--- config.mk ---
export PLATFORM = sky130hd
export DESIGN_NAME = utf8_validating_prefix_copy_top
export DESIGN_NICKNAME = d
export VERILOG_FILES = /design/src/rtl/core/utfv_pkg.sv /design/src/rtl/core/utfv_front.sv /design/src/rtl/core/utfv_queue.sv /design/src/rtl/core/utfv_back.sv /design/src/rtl/core/utf8_validating_prefix_copy_top.sv
export VERILOG_INCLUDE_DIRS = /design/src /design/src/rtl/core
export SDC_FILE = /design/constraint.sdc
export NUM_CORES = 1
export LEC_CHECK = 0
export ABC_AREA = 0
export BUFFER_PORTS_ARGS = -buffer_cell sky130_fd_sc_hd__buf_2
export CAP_MARGIN = 15
export CORE_UTILIZATION = 56
export DETAILED_ROUTE_END_ITERATION = 8
export GPL_ROUTABILITY_DRIVEN = 0
export GPL_TIMING_DRIVEN = 0
export HOLD_SLACK_MARGIN = 0.08
export PLACE_DENSITY_LB_ADDON = 0.3
export SYNTH_ARGS = -nofsm -noshare
export SYNTH_HDL_FRONTEND = slang
export SYNTH_HIERARCHICAL = 1
export SYNTH_SLANG_ARGS = --single-unit
--- constraint.sdc ---
create_clock -name i_clk -period 6.9 [get_ports i_clk]
set_input_delay 0.345 -clock i_clk [delete_from_list [all_inputs] [get_ports i_clk]]
set_output_delay 0.345 -clock i_clk [all_outputs]
set_load 0.01 [all_outputs]
--- src/rtl/core/utf8_validating_prefix_copy_top_defines.svh ---
// Assertion helpers shared by the validating copier RTL.
`ifndef UTF8_VALIDATING_PREFIX_COPY_TOP_DEFINES_SVH
`define UTF8_VALIDATING_PREFIX_COPY_TOP_DEFINES_SVH

// Checked on every edge outside reset.
`define UTFV_ASSERT(label, prop, msg) \
    label: assert property (@(posedge i_clk) disable iff (!i_rst_n) prop) else $error(msg);

// Checked on every edge, reset included.
`define UTFV_ASSERT_ALWAYS(label, prop, msg) \
    label: assert property (@(posedge i_clk) prop) else $error(msg);

`endif

--- src/rtl/core/utfv_pkg.sv ---
`timescale 1ns / 1ps
`default_nettype none
// ---------------------------------------------------------------------------
// utfv_pkg
// Shared types and constants of the UTF-8 validating prefix copier.
// ---------------------------------------------------------------------------
package utfv_pkg;

    // Configuration register indexes
    localparam logic [1:0] CFG_INPUT_LIMIT = 2'd0;
    localparam logic [1:0] CFG_OUTPUT_CAP  = 2'd1;

    // Result kinds
    localparam logic KIND_BYTE   = 1'b0;
    localparam logic KIND_FINISH = 1'b1;

    // Lead byte ranges and continuation marks
    localparam logic [7:0] LEAD2_LO   = 8'hC2;
    localparam logic [7:0] LEAD2_HI   = 8'hDF;
    localparam logic [7:0] LEAD3_LO   = 8'hE0;
    localparam logic [7:0] LEAD3_HI   = 8'hEF;
    localparam logic [7:0] LEAD4_LO   = 8'hF0;
    localparam logic [7:0] LEAD4_HI   = 8'hF4;
    localparam logic [7:0] ASCII_END  = 8'h80;
    localparam logic [1:0] CONT_TAG   = 2'b10;

    // Code point limits
    localparam logic [20:0] CP_MIN3      = 21'h000800;
    localparam logic [20:0] CP_MIN4      = 21'h010000;
    localparam logic [20:0] CP_SURR_LO   = 21'h00D800;
    localparam logic [20:0] CP_SURR_HI   = 21'h00DFFF;
    localparam logic [20:0] CP_MAX       = 21'h10FFFF;

    // Queue between front and back
    localparam int QUEUE_DEPTH = 4;
    localparam int QPTR_BITS   = 2;
    localparam int QCNT_BITS   = 3;

    // One queued run: up to four bytes or one finish
    typedef struct packed {
        logic            fin;
        logic [1:0]      last_idx;
        logic [3:0][7:0] bytes;
        logic [15:0]     length;
    } t_cmd;

endpackage
`default_nettype wire

--- src/rtl/core/utfv_front.sv ---
`timescale 1ns / 1ps
`default_nettype none
// ---------------------------------------------------------------------------
// utfv_front
// Accepts text beats, decodes and validates UTF-8 sequences, queues runs.
// ---------------------------------------------------------------------------
`include "utf8_validating_prefix_copy_top_defines.svh"
module utfv_front #(
    parameter int LENGTH_BITS = 16
) (
    input  wire logic          i_clk,
    input  wire logic          i_rst_n,
    input  wire logic          i_valid,
    output logic               o_ready,
    input  wire logic [7:0]    i_data_byte,
    input  wire logic          i_end_of_text,
    input  wire logic [15:0]   i_cfg_limit,
    input  wire logic [15:0]   i_cfg_cap,
    output logic               o_push,
    output utfv_pkg::t_cmd     o_cmd,
    input  wire logic          i_q_ready
);
    import utfv_pkg::*;

    localparam int CW = ((LENGTH_BITS > 16) ? LENGTH_BITS : 16) + 1;

    logic [2:0][7:0]        r_held, n_held;
    logic [1:0]             r_held_cnt, n_held_cnt;
    logic [2:0]             r_exp_len, n_exp_len;
    logic [20:0]            r_cp, n_cp;
    // consumed and emitted counts always move together: one counter
    logic [LENGTH_BITS-1:0] r_count, n_count;
    logic                   r_stopped, n_stopped;

    logic                   w_lead_ok;
    logic [2:0]             w_lead_len;
    logic [20:0]            w_lead_cp;
    logic [2:0]             w_len;
    logic [CW-1:0]          w_sum;
    logic                   w_fits;
    logic [20:0]            w_cp_next;
    logic                   w_cp_bad;
    logic [31:0]            w_len32;

    assign o_ready = i_q_ready;

    always_comb begin
        w_lead_ok  = 1'b1;
        w_lead_len = 3'd1;
        w_lead_cp  = '0;
        if (i_data_byte < ASCII_END) begin
            w_lead_len = 3'd1;
        end else if (i_data_byte >= LEAD2_LO && i_data_byte <= LEAD2_HI) begin
            w_lead_len = 3'd2;
            w_lead_cp  = {16'd0, i_data_byte[4:0]};
        end else if (i_data_byte >= LEAD3_LO && i_data_byte <= LEAD3_HI) begin
            w_lead_len = 3'd3;
            w_lead_cp  = {17'd0, i_data_byte[3:0]};
        end else if (i_data_byte >= LEAD4_LO && i_data_byte <= LEAD4_HI) begin
            w_lead_len = 3'd4;
            w_lead_cp  = {18'd0, i_data_byte[2:0]};
        end else begin
            w_lead_ok  = 1'b0;
        end
    end

    // room check: limit, capacity minus terminator, counter range
    always_comb begin
        w_len  = (r_held_cnt == 2'd0) ? w_lead_len : r_exp_len;
        w_sum  = CW'(r_count) + CW'(w_len);
        w_fits = (w_sum <= CW'(i_cfg_limit)) && (w_sum < CW'(i_cfg_cap)) &&
                 (w_sum[CW-1:LENGTH_BITS] == '0);
    end

    always_comb begin
        w_cp_next = {r_cp[14:0], i_data_byte[5:0]};
        w_cp_bad  = (r_exp_len == 3'd3 && w_cp_next < CP_MIN3) ||
                    (r_exp_len == 3'd4 && w_cp_next < CP_MIN4) ||
                    (w_cp_next >= CP_SURR_LO && w_cp_next <= CP_SURR_HI) ||
                    (w_cp_next > CP_MAX);
        w_len32   = 32'(r_count);
    end

    always_comb begin
        n_held     = r_held;
        n_held_cnt = r_held_cnt;
        n_exp_len  = r_exp_len;
        n_cp       = r_cp;
        n_count    = r_count;
        n_stopped  = r_stopped;
        o_push     = 1'b0;
        o_cmd      = '0;
        if (i_valid && o_ready) begin
            if (i_end_of_text) begin
                o_push       = 1'b1;
                o_cmd.fin    = KIND_FINISH;
                o_cmd.length = w_len32[15:0];
                n_held_cnt   = '0;
                n_exp_len    = '0;
                n_cp         = '0;
                n_count      = '0;
                n_stopped    = 1'b0;
            end else if (!r_stopped) begin
                if (r_held_cnt == 2'd0) begin
                    if (!w_lead_ok || !w_fits) begin
                        n_stopped = 1'b1;
                    end else if (w_lead_len == 3'd1) begin
                        o_push         = 1'b1;
                        o_cmd.bytes[0] = i_data_byte;
                        n_count        = w_sum[LENGTH_BITS-1:0];
                    end else begin
                        n_held[0]  = i_data_byte;
                        n_held_cnt = 2'd1;
                        n_exp_len  = w_lead_len;
                        n_cp       = w_lead_cp;
                    end
                end else if (i_data_byte[7:6] != CONT_TAG) begin
                    n_stopped  = 1'b1;
                    n_held_cnt = '0;
                    n_exp_len  = '0;
                    n_cp       = '0;
                end else if ((3'(r_held_cnt) + 3'd1) < r_exp_len) begin
                    n_held[r_held_cnt] = i_data_byte;
                    n_held_cnt         = r_held_cnt + 2'd1;
                    n_cp               = w_cp_next;
                end else begin
                    n_held_cnt = '0;
                    n_exp_len  = '0;
                    n_cp       = '0;
                    if (w_cp_bad || !w_fits) begin
                        n_stopped = 1'b1;
                    end else begin
                        o_push         = 1'b1;
                        o_cmd.last_idx = r_held_cnt;
                        o_cmd.bytes[0] = r_held[0];
                        o_cmd.bytes[1] = (r_held_cnt > 2'd1) ? r_held[1] : i_data_byte;
                        o_cmd.bytes[2] = (r_held_cnt > 2'd2) ? r_held[2] : i_data_byte;
                        o_cmd.bytes[3] = i_data_byte;
                        n_count        = w_sum[LENGTH_BITS-1:0];
                    end
                end
            end
        end
    end

    always_ff @(posedge i_clk) begin
        r_held <= n_held;
        if (!i_rst_n) begin
            r_held_cnt <= '0;
            r_exp_len  <= '0;
            r_cp       <= '0;
            r_count    <= '0;
            r_stopped  <= 1'b0;
        end else begin
            r_held_cnt <= n_held_cnt;
            r_exp_len  <= n_exp_len;
            r_cp       <= n_cp;
            r_count    <= n_count;
            r_stopped  <= n_stopped;
        end
    end

    `UTFV_ASSERT(a_held_not_stopped, (r_held_cnt != 2'd0) |-> !r_stopped, "held bytes while stopped")
    `UTFV_ASSERT(a_held_below_len, (r_held_cnt != 2'd0) |-> (3'(r_held_cnt) < r_exp_len), "held count reached sequence length")

endmodule
`default_nettype wire

--- src/rtl/core/utfv_queue.sv ---
`timescale 1ns / 1ps
`default_nettype none
// ---------------------------------------------------------------------------
// utfv_queue
// Short FIFO of decoded runs between the front and back.
// ---------------------------------------------------------------------------
`include "utf8_validating_prefix_copy_top_defines.svh"
module utfv_queue (
    input  wire logic          i_clk,
    input  wire logic          i_rst_n,
    input  wire logic          i_push,
    input  utfv_pkg::t_cmd     i_cmd,
    output logic               o_ready,
    output logic               o_valid,
    output utfv_pkg::t_cmd     o_cmd,
    input  wire logic          i_pop
);
    import utfv_pkg::*;

    t_cmd                 r_mem [QUEUE_DEPTH];
    logic [QPTR_BITS-1:0] r_wr_ptr, n_wr_ptr;
    logic [QPTR_BITS-1:0] r_rd_ptr, n_rd_ptr;
    logic [QCNT_BITS-1:0] r_cnt, n_cnt;
    logic                 w_do_push;
    logic                 w_do_pop;

    assign o_ready = (r_cnt != QCNT_BITS'(QUEUE_DEPTH));
    assign o_valid = (r_cnt != '0);
    assign o_cmd   = r_mem[r_rd_ptr];

    always_comb begin
        w_do_push = i_push && o_ready;
        w_do_pop  = i_pop && o_valid;
        n_wr_ptr  = w_do_push ? r_wr_ptr + 1'b1 : r_wr_ptr;
        n_rd_ptr  = w_do_pop ? r_rd_ptr + 1'b1 : r_rd_ptr;
        n_cnt     = r_cnt + QCNT_BITS'(w_do_push) - QCNT_BITS'(w_do_pop);
    end

    always_ff @(posedge i_clk) begin
        if (w_do_push) begin
            r_mem[r_wr_ptr] <= i_cmd;
        end
    end

    always_ff @(posedge i_clk) begin
        if (!i_rst_n) begin
            r_wr_ptr <= '0;
            r_rd_ptr <= '0;
            r_cnt    <= '0;
        end else begin
            r_wr_ptr <= n_wr_ptr;
            r_rd_ptr <= n_rd_ptr;
            r_cnt    <= n_cnt;
        end
    end

    `UTFV_ASSERT(a_cnt_in_range, r_cnt <= QCNT_BITS'(QUEUE_DEPTH), "queue count overflow")
    `UTFV_ASSERT(a_ptr_gap, (r_cnt != QCNT_BITS'(QUEUE_DEPTH) && r_cnt != '0) |-> (r_wr_ptr != r_rd_ptr), "pointers disagree with count")

endmodule
`default_nettype wire

--- src/rtl/core/utfv_back.sv ---
`timescale 1ns / 1ps
`default_nettype none
// ---------------------------------------------------------------------------
// utfv_back
// Unrolls queued runs into result beats through an output register.
// ---------------------------------------------------------------------------
module utfv_back (
    input  wire logic          i_clk,
    input  wire logic          i_rst_n,
    input  wire logic          i_q_valid,
    input  utfv_pkg::t_cmd     i_q_cmd,
    output logic               o_pop,
    output logic               o_valid,
    input  wire logic          i_ready,
    output logic               o_result_kind,
    output logic [7:0]         o_copied_byte,
    output logic [15:0]        o_copied_length,
    output logic               o_last_of_run
);
    import utfv_pkg::*;

    logic [1:0]  r_idx, n_idx;
    logic        r_valid, n_valid;
    logic        r_kind, n_kind;
    logic [7:0]  r_byte, n_byte;
    logic [15:0] r_length, n_length;
    logic        r_last, n_last;
    logic        w_load;
    logic        w_is_last;

    always_comb begin
        w_load    = i_q_valid && (!r_valid || i_ready);
        w_is_last = i_q_cmd.fin || (r_idx == i_q_cmd.last_idx);
        o_pop     = w_load && w_is_last;
        n_idx     = r_idx;
        n_valid   = r_valid && !i_ready;
        n_kind    = r_kind;
        n_byte    = r_byte;
        n_length  = r_length;
        n_last    = r_last;
        if (w_load) begin
            n_valid  = 1'b1;
            n_kind   = i_q_cmd.fin;
            n_byte   = i_q_cmd.fin ? 8'd0 : i_q_cmd.bytes[r_idx];
            n_length = i_q_cmd.fin ? i_q_cmd.length : 16'd0;
            n_last   = w_is_last;
            n_idx    = w_is_last ? 2'd0 : r_idx + 2'd1;
        end
    end

    always_ff @(posedge i_clk) begin
        r_kind   <= n_kind;
        r_byte   <= n_byte;
        r_length <= n_length;
        r_last   <= n_last;
        if (!i_rst_n) begin
            r_idx   <= '0;
            r_valid <= 1'b0;
        end else begin
            r_idx   <= n_idx;
            r_valid <= n_valid;
        end
    end

    assign o_valid         = r_valid;
    assign o_result_kind   = r_kind;
    assign o_copied_byte   = r_byte;
    assign o_copied_length = r_length;
    assign o_last_of_run   = r_last;

endmodule
`default_nettype wire

--- src/rtl/core/utf8_validating_prefix_copy_top.sv ---
// Path: an accepted input beat is written into the run queue, then loaded into the back's
// output register, which drives o_valid and the result fields.
// Throughput: one input and, with i_ready high, one result beat per cycle; o_ready drops only
// while the four-entry run queue is full, and a run of up to four beats drains at one per cycle.
// Reset (synchronous, active low): clears per-string state, empties the queue,
// and sets the byte limit to 65535 and the capacity to 256.
`timescale 1ns / 1ps
`default_nettype none
// ---------------------------------------------------------------------------
// utf8_validating_prefix_copy_top
// UTF-8 validating prefix copier: decode front, run queue, result back.
// ---------------------------------------------------------------------------
module utf8_validating_prefix_copy_top #(
    parameter int LENGTH_BITS = 16
) (
    input  wire logic        i_clk,
    input  wire logic        i_rst_n,
    input  wire logic        i_valid,
    output logic             o_ready,
    input  wire logic [7:0]  i_data_byte,
    input  wire logic        i_end_of_text,
    output logic             o_valid,
    input  wire logic        i_ready,
    output logic             o_result_kind,
    output logic [7:0]       o_copied_byte,
    output logic [15:0]      o_copied_length,
    output logic             o_last_of_run,
    input  wire logic        i_cfg_we,
    input  wire logic [1:0]  i_cfg_index,
    input  wire logic [15:0] i_cfg_data
);
    import utfv_pkg::*;

    logic [15:0] r_cfg_limit;
    logic [15:0] r_cfg_cap;
    logic        w_push;
    t_cmd        w_push_cmd;
    logic        w_q_ready;
    logic        w_q_valid;
    t_cmd        w_q_cmd;
    logic        w_pop;

    always_ff @(posedge i_clk) begin
        if (!i_rst_n) begin
            r_cfg_limit <= 16'hFFFF;
            r_cfg_cap   <= 16'd256;
        end else if (i_cfg_we) begin
            unique case (i_cfg_index)
                CFG_INPUT_LIMIT: r_cfg_limit <= i_cfg_data;
                CFG_OUTPUT_CAP:  r_cfg_cap   <= i_cfg_data;
                default: ;
            endcase
        end
    end

    utfv_front #(
        .LENGTH_BITS (LENGTH_BITS)
    ) u_front (
        .i_clk         (i_clk),
        .i_rst_n       (i_rst_n),
        .i_valid       (i_valid),
        .o_ready       (o_ready),
        .i_data_byte   (i_data_byte),
        .i_end_of_text (i_end_of_text),
        .i_cfg_limit   (r_cfg_limit),
        .i_cfg_cap     (r_cfg_cap),
        .o_push        (w_push),
        .o_cmd         (w_push_cmd),
        .i_q_ready     (w_q_ready)
    );

    utfv_queue u_queue (
        .i_clk   (i_clk),
        .i_rst_n (i_rst_n),
        .i_push  (w_push),
        .i_cmd   (w_push_cmd),
        .o_ready (w_q_ready),
        .o_valid (w_q_valid),
        .o_cmd   (w_q_cmd),
        .i_pop   (w_pop)
    );

    utfv_back u_back (
        .i_clk           (i_clk),
        .i_rst_n         (i_rst_n),
        .i_q_valid       (w_q_valid),
        .i_q_cmd         (w_q_cmd),
        .o_pop           (w_pop),
        .o_valid         (o_valid),
        .i_ready         (i_ready),
        .o_result_kind   (o_result_kind),
        .o_copied_byte   (o_copied_byte),
        .o_copied_length (o_copied_length),
        .o_last_of_run   (o_last_of_run)
    );

endmodule
`default_nettype wire
Yosys cells after proc, flatten, opt, wreduce, memory -nomap -nowiden
Memories as Yosys holds them, arrays and structs flattened. A register that Yosys moved wholly into a read port is not among the register bits.
Cells that the tools add are included.

word-level totals
  register bits = 129
  bits in writable memories = 204
  bits of input ports = 32
  output and inout port bits = 28
  word-level logic and storage cells = 196
  memories = 1

cells by class
  add/sub/neg operators = 8
  $lt $le $gt $ge = 20
  equal/unequal tests = 18
  muxes and demuxes = 88
  bitwise logic cells = 5
  reduce and logical (&&, ||, !) cells = 37

memory list
  name           words  bits a word  read ports  clocked after Yosys merged registers in  wr ports  line              RTL
  u_queue.r_mem  4      51           1           1                                        1         utfv_queue.sv:20  t_cmd r_mem [QUEUE_DEPTH];

operators with widths
  operator                                                                               number
  34-bit 2-to-1 mux                                                                      5
  16-bit 2-to-1 mux                                                                      9
  15-bit 2-to-1 mux                                                                      9
  8-bit 2-to-1 mux                                                                       12
  51-bit 2-to-1 mux                                                                      1
  3-bit 2-to-1 mux                                                                       13
  26-bit 2-to-1 mux                                                                      1
  24-bit bitwise mux                                                                     1
  8-bit greater-or-equal comparator, second input constant                               3
  8-bit <= comparator, second input constant                                             3
  1-bit 2-to-1 mux                                                                       24
  21-bit by 16-bit greater-or-equal comparator with 1-bit output, second input constant  1
  21-bit > comparator, second input constant                                             1
  21-bit by 16-bit <= comparator with 1-bit output, second input constant                1
  21-bit by 12-bit less-than comparator with 1-bit output, second input constant         1
  21-bit by 17-bit less-than comparator with 1-bit output, second input constant         1
  2-bit 2-to-1 mux                                                                       10
  16-bit by 3-bit adder with 17-bit output                                               1
  17-bit by 16-bit <= comparator with 1-bit output                                       1
  17-bit by 16-bit less-than comparator with 1-bit output                                1
  8-bit binary-select mux with 2-bit select                                              1
  8-bit demux with 2-bit select                                                          1
  1-bit logical AND                                                                      15
  7-bit AND reduction                                                                    2
  31 further kinds                                                                       58

Logic depth before layout (Yosys ltp)
  depth in word-level cells = 23
  depth in mapped cells = 32
  depth with buffers taken out = 30

Cells and area by module
The synthesis kept the hierarchy.

modules (own cells, without submodules)
  module                           instances  cells an instance  area an instance (µm²)  seq. area each (µm²)
  utfv_queue                       1          315                7891.3                  6306.0
  utfv_front                       1          518                4495.6                  1461.4
  utf8_validating_prefix_copy_top  1          140                1376.3                  640.6
  utfv_back                        1          83                 1332.5                  840.8

Worst setup path before layout
No wires, ideal clock.

  path type = in2reg
  from = in i_data_byte[4]
  to = mem u_queue/r_mem[0][0] in the netlist's numbering (enable)
  setup time = 414 ps
  data arrival time = 6215 ps
  required time = 6486 ps
  setup slack = 271 ps
  stages = 23
  path buffers = 2
  path through = clkbuf_1 nor4_1 nor2_1 o211ai_1 o21ai_0 ha_1 a21o_1 a21oi_1 or4b_2 nor2_1 nand2_1 xnor2_1 ha_1 a21oi_1 nand2_1 a221oi_1 o221ai_2 a211oi_2 a31oi_4 buf_4 inv_1 a21boi_2 and2_1

on the way
  longest elaborated chain between the ends = 23
  elaborated cells on any way between the ends = 53
  classes of those cells = add/sub (1); order compare (14); eq/ne (1); mux (20); bitwise (1); reduce/logical (16)

ends and longest elaborated chain
  item                                                                             line                                   RTL
  start, declared                                                                  utf8_validating_prefix_copy_top.sv:20  input wire logic [7:0] i_data_byte,
  8-bit greater-or-equal comparator / 8-bit <= comparator (equally long branches)  utfv_front.sv:59                       end else if (i_data_byte >= LEAD4_LO && i_data_byte <= LEAD4_HI) begin
  1-bit logical AND                                                                utfv_front.sv:59
  3-bit 2-to-1 mux                                                                 utfv_front.sv:59
  3-bit 2-to-1 mux                                                                 utfv_front.sv:56                       end else if (i_data_byte >= LEAD3_LO && i_data_byte <= LEAD3_HI) begin
  3-bit 2-to-1 mux                                                                 utfv_front.sv:53                       end else if (i_data_byte >= LEAD2_LO && i_data_byte <= LEAD2_HI) begin
  3-bit 2-to-1 mux                                                                 utfv_front.sv:51                       if (i_data_byte < ASCII_END) begin
  3-bit 2-to-1 mux                                                                 utfv_front.sv:69                       w_len = (r_held_cnt == 2'd0) ? w_lead_len : r_exp_len;
  16-bit by 3-bit adder with 17-bit output                                         utfv_front.sv:70                       w_sum = CW'(r_count) + CW'(w_len);
  (+8 left out)                                                                    -
  1-bit 2-to-1 mux *                                                               utfv_front.sv:104                      if (r_held_cnt == 2'd0) begin
  1-bit 2-to-1 mux *                                                               utfv_front.sv:103                      end else if (!r_stopped) begin
  1-bit 2-to-1 mux *                                                               utfv_front.sv:94                       if (i_end_of_text) begin
  1-bit 2-to-1 mux *                                                               utfv_front.sv:93                       if (i_valid && o_ready) begin
  via w_push                                                                       utf8_validating_prefix_copy_top.sv:36  logic w_push;
  1-bit logical AND *                                                              utfv_queue.sv:32                       w_do_push = i_push && o_ready;
  1-bit 2-to-1 mux *                                                               utfv_queue.sv:40                       if (w_do_push) begin
  1-bit 2-to-1 mux (not written as such) *                                         utfv_queue.sv:41                       r_mem[r_wr_ptr] <= i_cmd;
  end, declared                                                                    utfv_queue.sv:20

Mark *: on every way through the listed nets, which the timed path passes. The rest lies on a longest branch.

Final worst setup path
  from = in i_data_byte[5]
  to = reg u_queue.r_cnt[2]

on the way
  longest elaborated chain between the ends = 23
  elaborated cells on any way between the ends = 53
  classes of those cells = add/sub (3); order compare (14); eq/ne (1); mux (18); bitwise (1); reduce/logical (16)

ends and longest elaborated chain
  item                                                                             line                                   RTL
  8-bit greater-or-equal comparator / 8-bit <= comparator (equally long branches)  utfv_front.sv:59
  1-bit logical AND                                                                utfv_front.sv:59
  3-bit 2-to-1 mux                                                                 utfv_front.sv:59
  3-bit 2-to-1 mux                                                                 utfv_front.sv:56
  3-bit 2-to-1 mux                                                                 utfv_front.sv:53
  3-bit 2-to-1 mux                                                                 utfv_front.sv:51
  3-bit 2-to-1 mux                                                                 utfv_front.sv:69
  16-bit by 3-bit adder with 17-bit output                                         utfv_front.sv:70
  (+8 left out)                                                                    -
  1-bit 2-to-1 mux *                                                               utfv_front.sv:104
  1-bit 2-to-1 mux *                                                               utfv_front.sv:103
  1-bit 2-to-1 mux *                                                               utfv_front.sv:94
  1-bit 2-to-1 mux *                                                               utfv_front.sv:93
  via w_push                                                                       utf8_validating_prefix_copy_top.sv:36
  1-bit logical AND *                                                              utfv_queue.sv:32
  3-bit by 1-bit adder with 3-bit output *                                         utfv_queue.sv:36                       n_cnt = r_cnt + QCNT_BITS'(w_do_push) - QCNT_BITS'(w_do_pop);
  3-bit by 1-bit subtractor with 3-bit output *                                    utfv_queue.sv:36
  end signal, assigned                                                             utfv_queue.sv:53                       r_cnt <= n_cnt;
  end, declared                                                                    utfv_queue.sv:23                       logic [QCNT_BITS-1:0] r_cnt, n_cnt;

Marked as above.
A chain may end at the register's enable or synchronous reset.

==> impl_metrics.tcl <==
set metrics [dict create \
    run_status "complete, but fails checks" \
    violations "DRC" \
    p_clk_share_pct 31.8 \
    numCtsBuffers 35 \
    io_buffer_count 59 \
    cts_tree "built" \
    grt_pass1_vias 8983 \
    syn_nets 1137 \
    yosysWarnings 6 \
    hold_viol 0 \
    firstDrtPassIters 7 \
    antenna_found_initial 0 \
    crit_start "i_data_byte[5]" \
    leakage_nw 6.61 \
    arrival_ps 6980 \
    die-area_um2 27600 \
    die_w_um 166 \
    drc_errors 4 \
    seqCellArea_um2 9250 \
    powerDensity_nw_per_um2 327 \
    drt-total-wl_um 31800 \
    fin_nets 1251 \
    p_int_w 0.00409 \
    clkTransAtPathRegs_ps 50 \
    fill_cells 1877 \
    synth_edf_count 254 \
    p_switching_w 0.00152 \
    core_area_um2 26300 \
    p_seq_share_pct 45.5 \
    clk_path_buf_depth 3 \
    switching_share_pct 27.0 \
    rsz0062_at_grt "no" \
    synth_seq_cells 335 \
    pwr-share-comb_pct 22.7 \
    final.period_utilization_pct 95.3 \
    final_util_pct 65.4 \
    avgViaCountPerCell 5.93 \
    hold_path.class "input pin to flip-flop" \
    clk-insertion-delay-late_ps 530 \
    r2r_slack_ps 330 \
    cp_max_fo 10 \
    dp_hpwl_um 21000 \
    diodes 0 \
    drt_iter0_markers 766 \
    finalPower_w 0.00561 \
    syn_avg_cell_area_um2 14.3 \
    maxCapViolCount 0 \
    cp-end-kind "flip-flop" \
    crit_end "u_queue/r_cnt[2]" \
    globalRouteOverflowTotal 0 \
    fin_skew_ps 20.8 \
    die_h_um 166 \
    syn_to_final_growth_pct 13.8 \
    htreeDepth 2 \
    wl_per_cell_um 20.8 \
    maxSlewViolCount 0 \
    r2r-start "u_front/r_held_cnt[0]" \
    required_ps 7310 \
    async_flop_share_pct 0 \
    vdd_drop_max_v 0.000180 \
    synth_cell_types 85 \
    startpoint_type "input pin" \
    max_stage_delay_ps 560 \
    worst_slew_pin_slew_ps 1060 \
    row_count 59 \
    pre_cts_ws_ps -764 \
    ant_nets 0 \
    setup_viol_count_final 0 \
    start_util_pct 57.4 \
    multi_input_area_um2 5230 \
    post-route-min-period_ps 6570 \
    cts.sinks 335 \
    grtUsageTotal_pct 23.6 \
    synth.yosys.seq_area_share_pct 61.3 \
    cpMaxStageDelayCell "or4b_4" \
    fin_ws_ps 327 \
    pin_count 60 \
    worstReg2RegEnd "u_queue/r_cnt[2]" \
    grt_pass1_wl_um 50300 \
    grt_max_degree 52 \
    crit_type "input pin to flip-flop" \
    clockRootBuffer "clkbuf_16" \
    relSlewSlack_pct 28.8 \
    synth_ff_type "edfxtp_1" \
    postSynthCellCount 1056 \
    via_count 9067 \
    max_freq_ghz 0.152 \
    drive_gt1_share_pct 19.2 \
    netlist_area_um2 15100 \
    r2r_cells 30 \
]
==> kinds of logic after synthesis <==
| family | count (synthesis) | share of synthesized area, % |
|---|---|---|
| buffers and inverters | 125 | 4.54 |
| XOR/XNOR | 20 | 1.16 |
| flip-flops | 335 | 61.3 |
| multiplexers | 93 | 11.3 |
| other | 1 | 0.0248 |
| adder cells (fa/ha/maj) | 49 | 4.16 |
| AND/OR/NAND/NOR | 284 | 10.4 |
| AO/OA/AOI/OAI | 149 | 7.12 |
==> cell type report <==
class / count / area share [%]
repair buffers: 77 / 3.01
inverters: 69 / 1.51
clock inverters: 12 / 0.692
flip-flops and latches: 335 / 53.8
clock buffers: 50 / 5.61
plain buffers: 56 / 2.49
multi-input cells: 596 / 30.4
well taps: 335 / 2.44
==> cells in the final DEF (no fill, tap or decap), types with 4 or more instances in the layout <==
cell type      Yosys  final
o31ai_1            4      4
xnor2_1           17     16
clkinv_2           0      5
inv_1             68     67
nor2b_1           15     15
dfxtp_1           81     80
a21boi_0           4      4
dlygate4sd3_1      2     14
or3_1              4      4
buf_12             6      9
a21oi_1           34     33
mux2i_1           34     34
clkbuf_16          0     35
nor3_1             9      9
ha_1              47     46
buf_2              9     68
nand2_1           78     78
a21o_1            22     22
clkbuf_1          21     31
mux4_2            50     50
nand4_1            8      8
a22o_1            14     14
nand3_1           27     27
o21ai_0           19     18
nor4_1             5      5
buf_4              4      6
nor2_1            39     38
and2_1            41     37
mux4_1             9      9
o211ai_1          16     16
nand4bb_1         15     15
buf_6             10     10
nand2b_1           7      7
edfxtp_1         254    254
and3_1            16     16
==> how the worst min path moves through the flow <==
stage | from | end | slack, ps | cells after the start
floorplan | r_cfg_cap[10] | r_cfg_cap[10] | 430 | 2
global placement | r_cfg_cap[7] | r_cfg_cap[7] | 440 | 2
detailed placement | r_cfg_cap[10] | r_cfg_cap[10] | 450 | 2
CTS | i_cfg_data[7] | r_cfg_cap[7] | 80 | 3
global route | i_cfg_data[7] | r_cfg_cap[7] | 100 | 3
finish | i_cfg_data[7] | r_cfg_cap[7] | 100 | 3
==> critical path, delay by kind of cell <==
family	cells	cell delay, ps
adders and majority gates	5	1340
xor gates and xnor gates	3	470
buffers and inverters	8	1280
AOI/OAI and AO/OA	8	1390
and+or+nand+nor	8	2130
==> cell usage after synthesis (2+ instances only) <==
master,instances,area (um^2)
a21boi_0,4,30.0
a21oi_2,2,17.5
nor3_1,9,45.0
a2bb2oi_1,2,17.5
xor2_1,3,26.3
a211oi_1,3,22.5
buf_2,9,45.0
dfxtp_1,81,1620
buf_6,10,113
nor4_1,5,31.3
dlygate4sd3_1,2,20.0
and3_1,16,100
nand2b_1,7,43.8
nand3_1,27,135
edfxtp_1,254,7630
mux2i_1,34,340
o21a_1,3,22.5
nand4b_1,2,17.5
fa_1,2,40.0
xnor2_1,17,149
inv_1,68,255
nor2_1,39,146
o22ai_1,3,18.8
o31ai_1,4,30.0
and2_1,41,257
o211ai_1,16,120
nand2_1,78,293
ha_1,47,588
o21ai_0,19,95.1
mux4_1,9,236
a22o_1,14,123
nand4bb_1,15,169
or3_1,4,25.0
buf_4,4,30.0
nor2b_1,15,93.8
buf_12,6,120
a21o_1,22,165
nand4_1,8,50.1
buf_1,2,7.51
clkbuf_1,21,78.8
a21oi_1,34,170
a221oi_1,2,17.5
or4_1,2,15.0
mux4_2,50,1130
==> sequential cells by signal (all words and copies together), names as in the netlist, named ones only <==
register and cells:
r_cfg_cap 16, r_cfg_limit 16, u_back/o_copied_byte 8, u_back/o_copied_length 16, u_back/o_last_of_run 1, u_back/o_result_kind 1
u_back/o_valid 1, u_back/r_idx 2, u_front/r_count 16, u_front/r_cp 15, u_front/r_exp_len 3, u_front/r_held 24
u_front/r_held_cnt 2, u_front/r_stopped 1, u_queue/r_cnt 3, u_queue/r_mem 204, u_queue/r_rd_ptr 2, u_queue/r_wr_ptr 2
==> layer usage <==
layer | share of wire, % | GRT usage [%] | vias to the layer above
met5 | 0 | 0 | -
met4 | 2.1 | 7.15 | 0
met3 | 6.1 | 4.17 | 58
met2 | 49 | 39.4 | 323
met1 | 43 | 31.8 | 4489
li1 | - | - | 4197
==> metrics by stage <==
step | cells | hold slack, ps | area (um^2) | setup TNS [ps]
final | 1530 | 99.0 | 17200 | 0
after detailed placement | 1453 | 450 | 15900 | -92500
after global routing | 1530 | 98.2 | 17200 | 0
after CTS | 1529 | 80.8 | 17100 | 0
after floorplan | 1056 | 435 | 15100 | 0
after global placement | 1450 | 443 | 15800 | -364090
==> power by group through the flow <==
| stage | clock, W | combinational (W) | sequential (W) |
|---|---|---|---|
| 4_1_cts | 0.00181 | 0.00126 | 0.00256 |
| 2_1_floorplan | 0 | 0.000822 | 0.00263 |
| 3_5_place_dp | 0 | 0.00123 | 0.00260 |
| 5_1_grt | 0.00189 | 0.00137 | 0.00258 |
| 6_report | 0.00178 | 0.00127 | 0.00256 |
| 3_3_place_gp | 0 | 0.00119 | 0.00260 |
==> timing repair <==
| item | CTS | global route |
|---|---|---|
| setup buffers | 2 | 0 |
| gates resized for setup | 8 | 6 |
| pin swaps | 2 | 0 |
| hold buffers | 12 | 0 |
| hold endpoints to repair | 14 | 0 |
| setup endpoints to repair | 207 | 87 |
(Power assumes the default switching activity.)
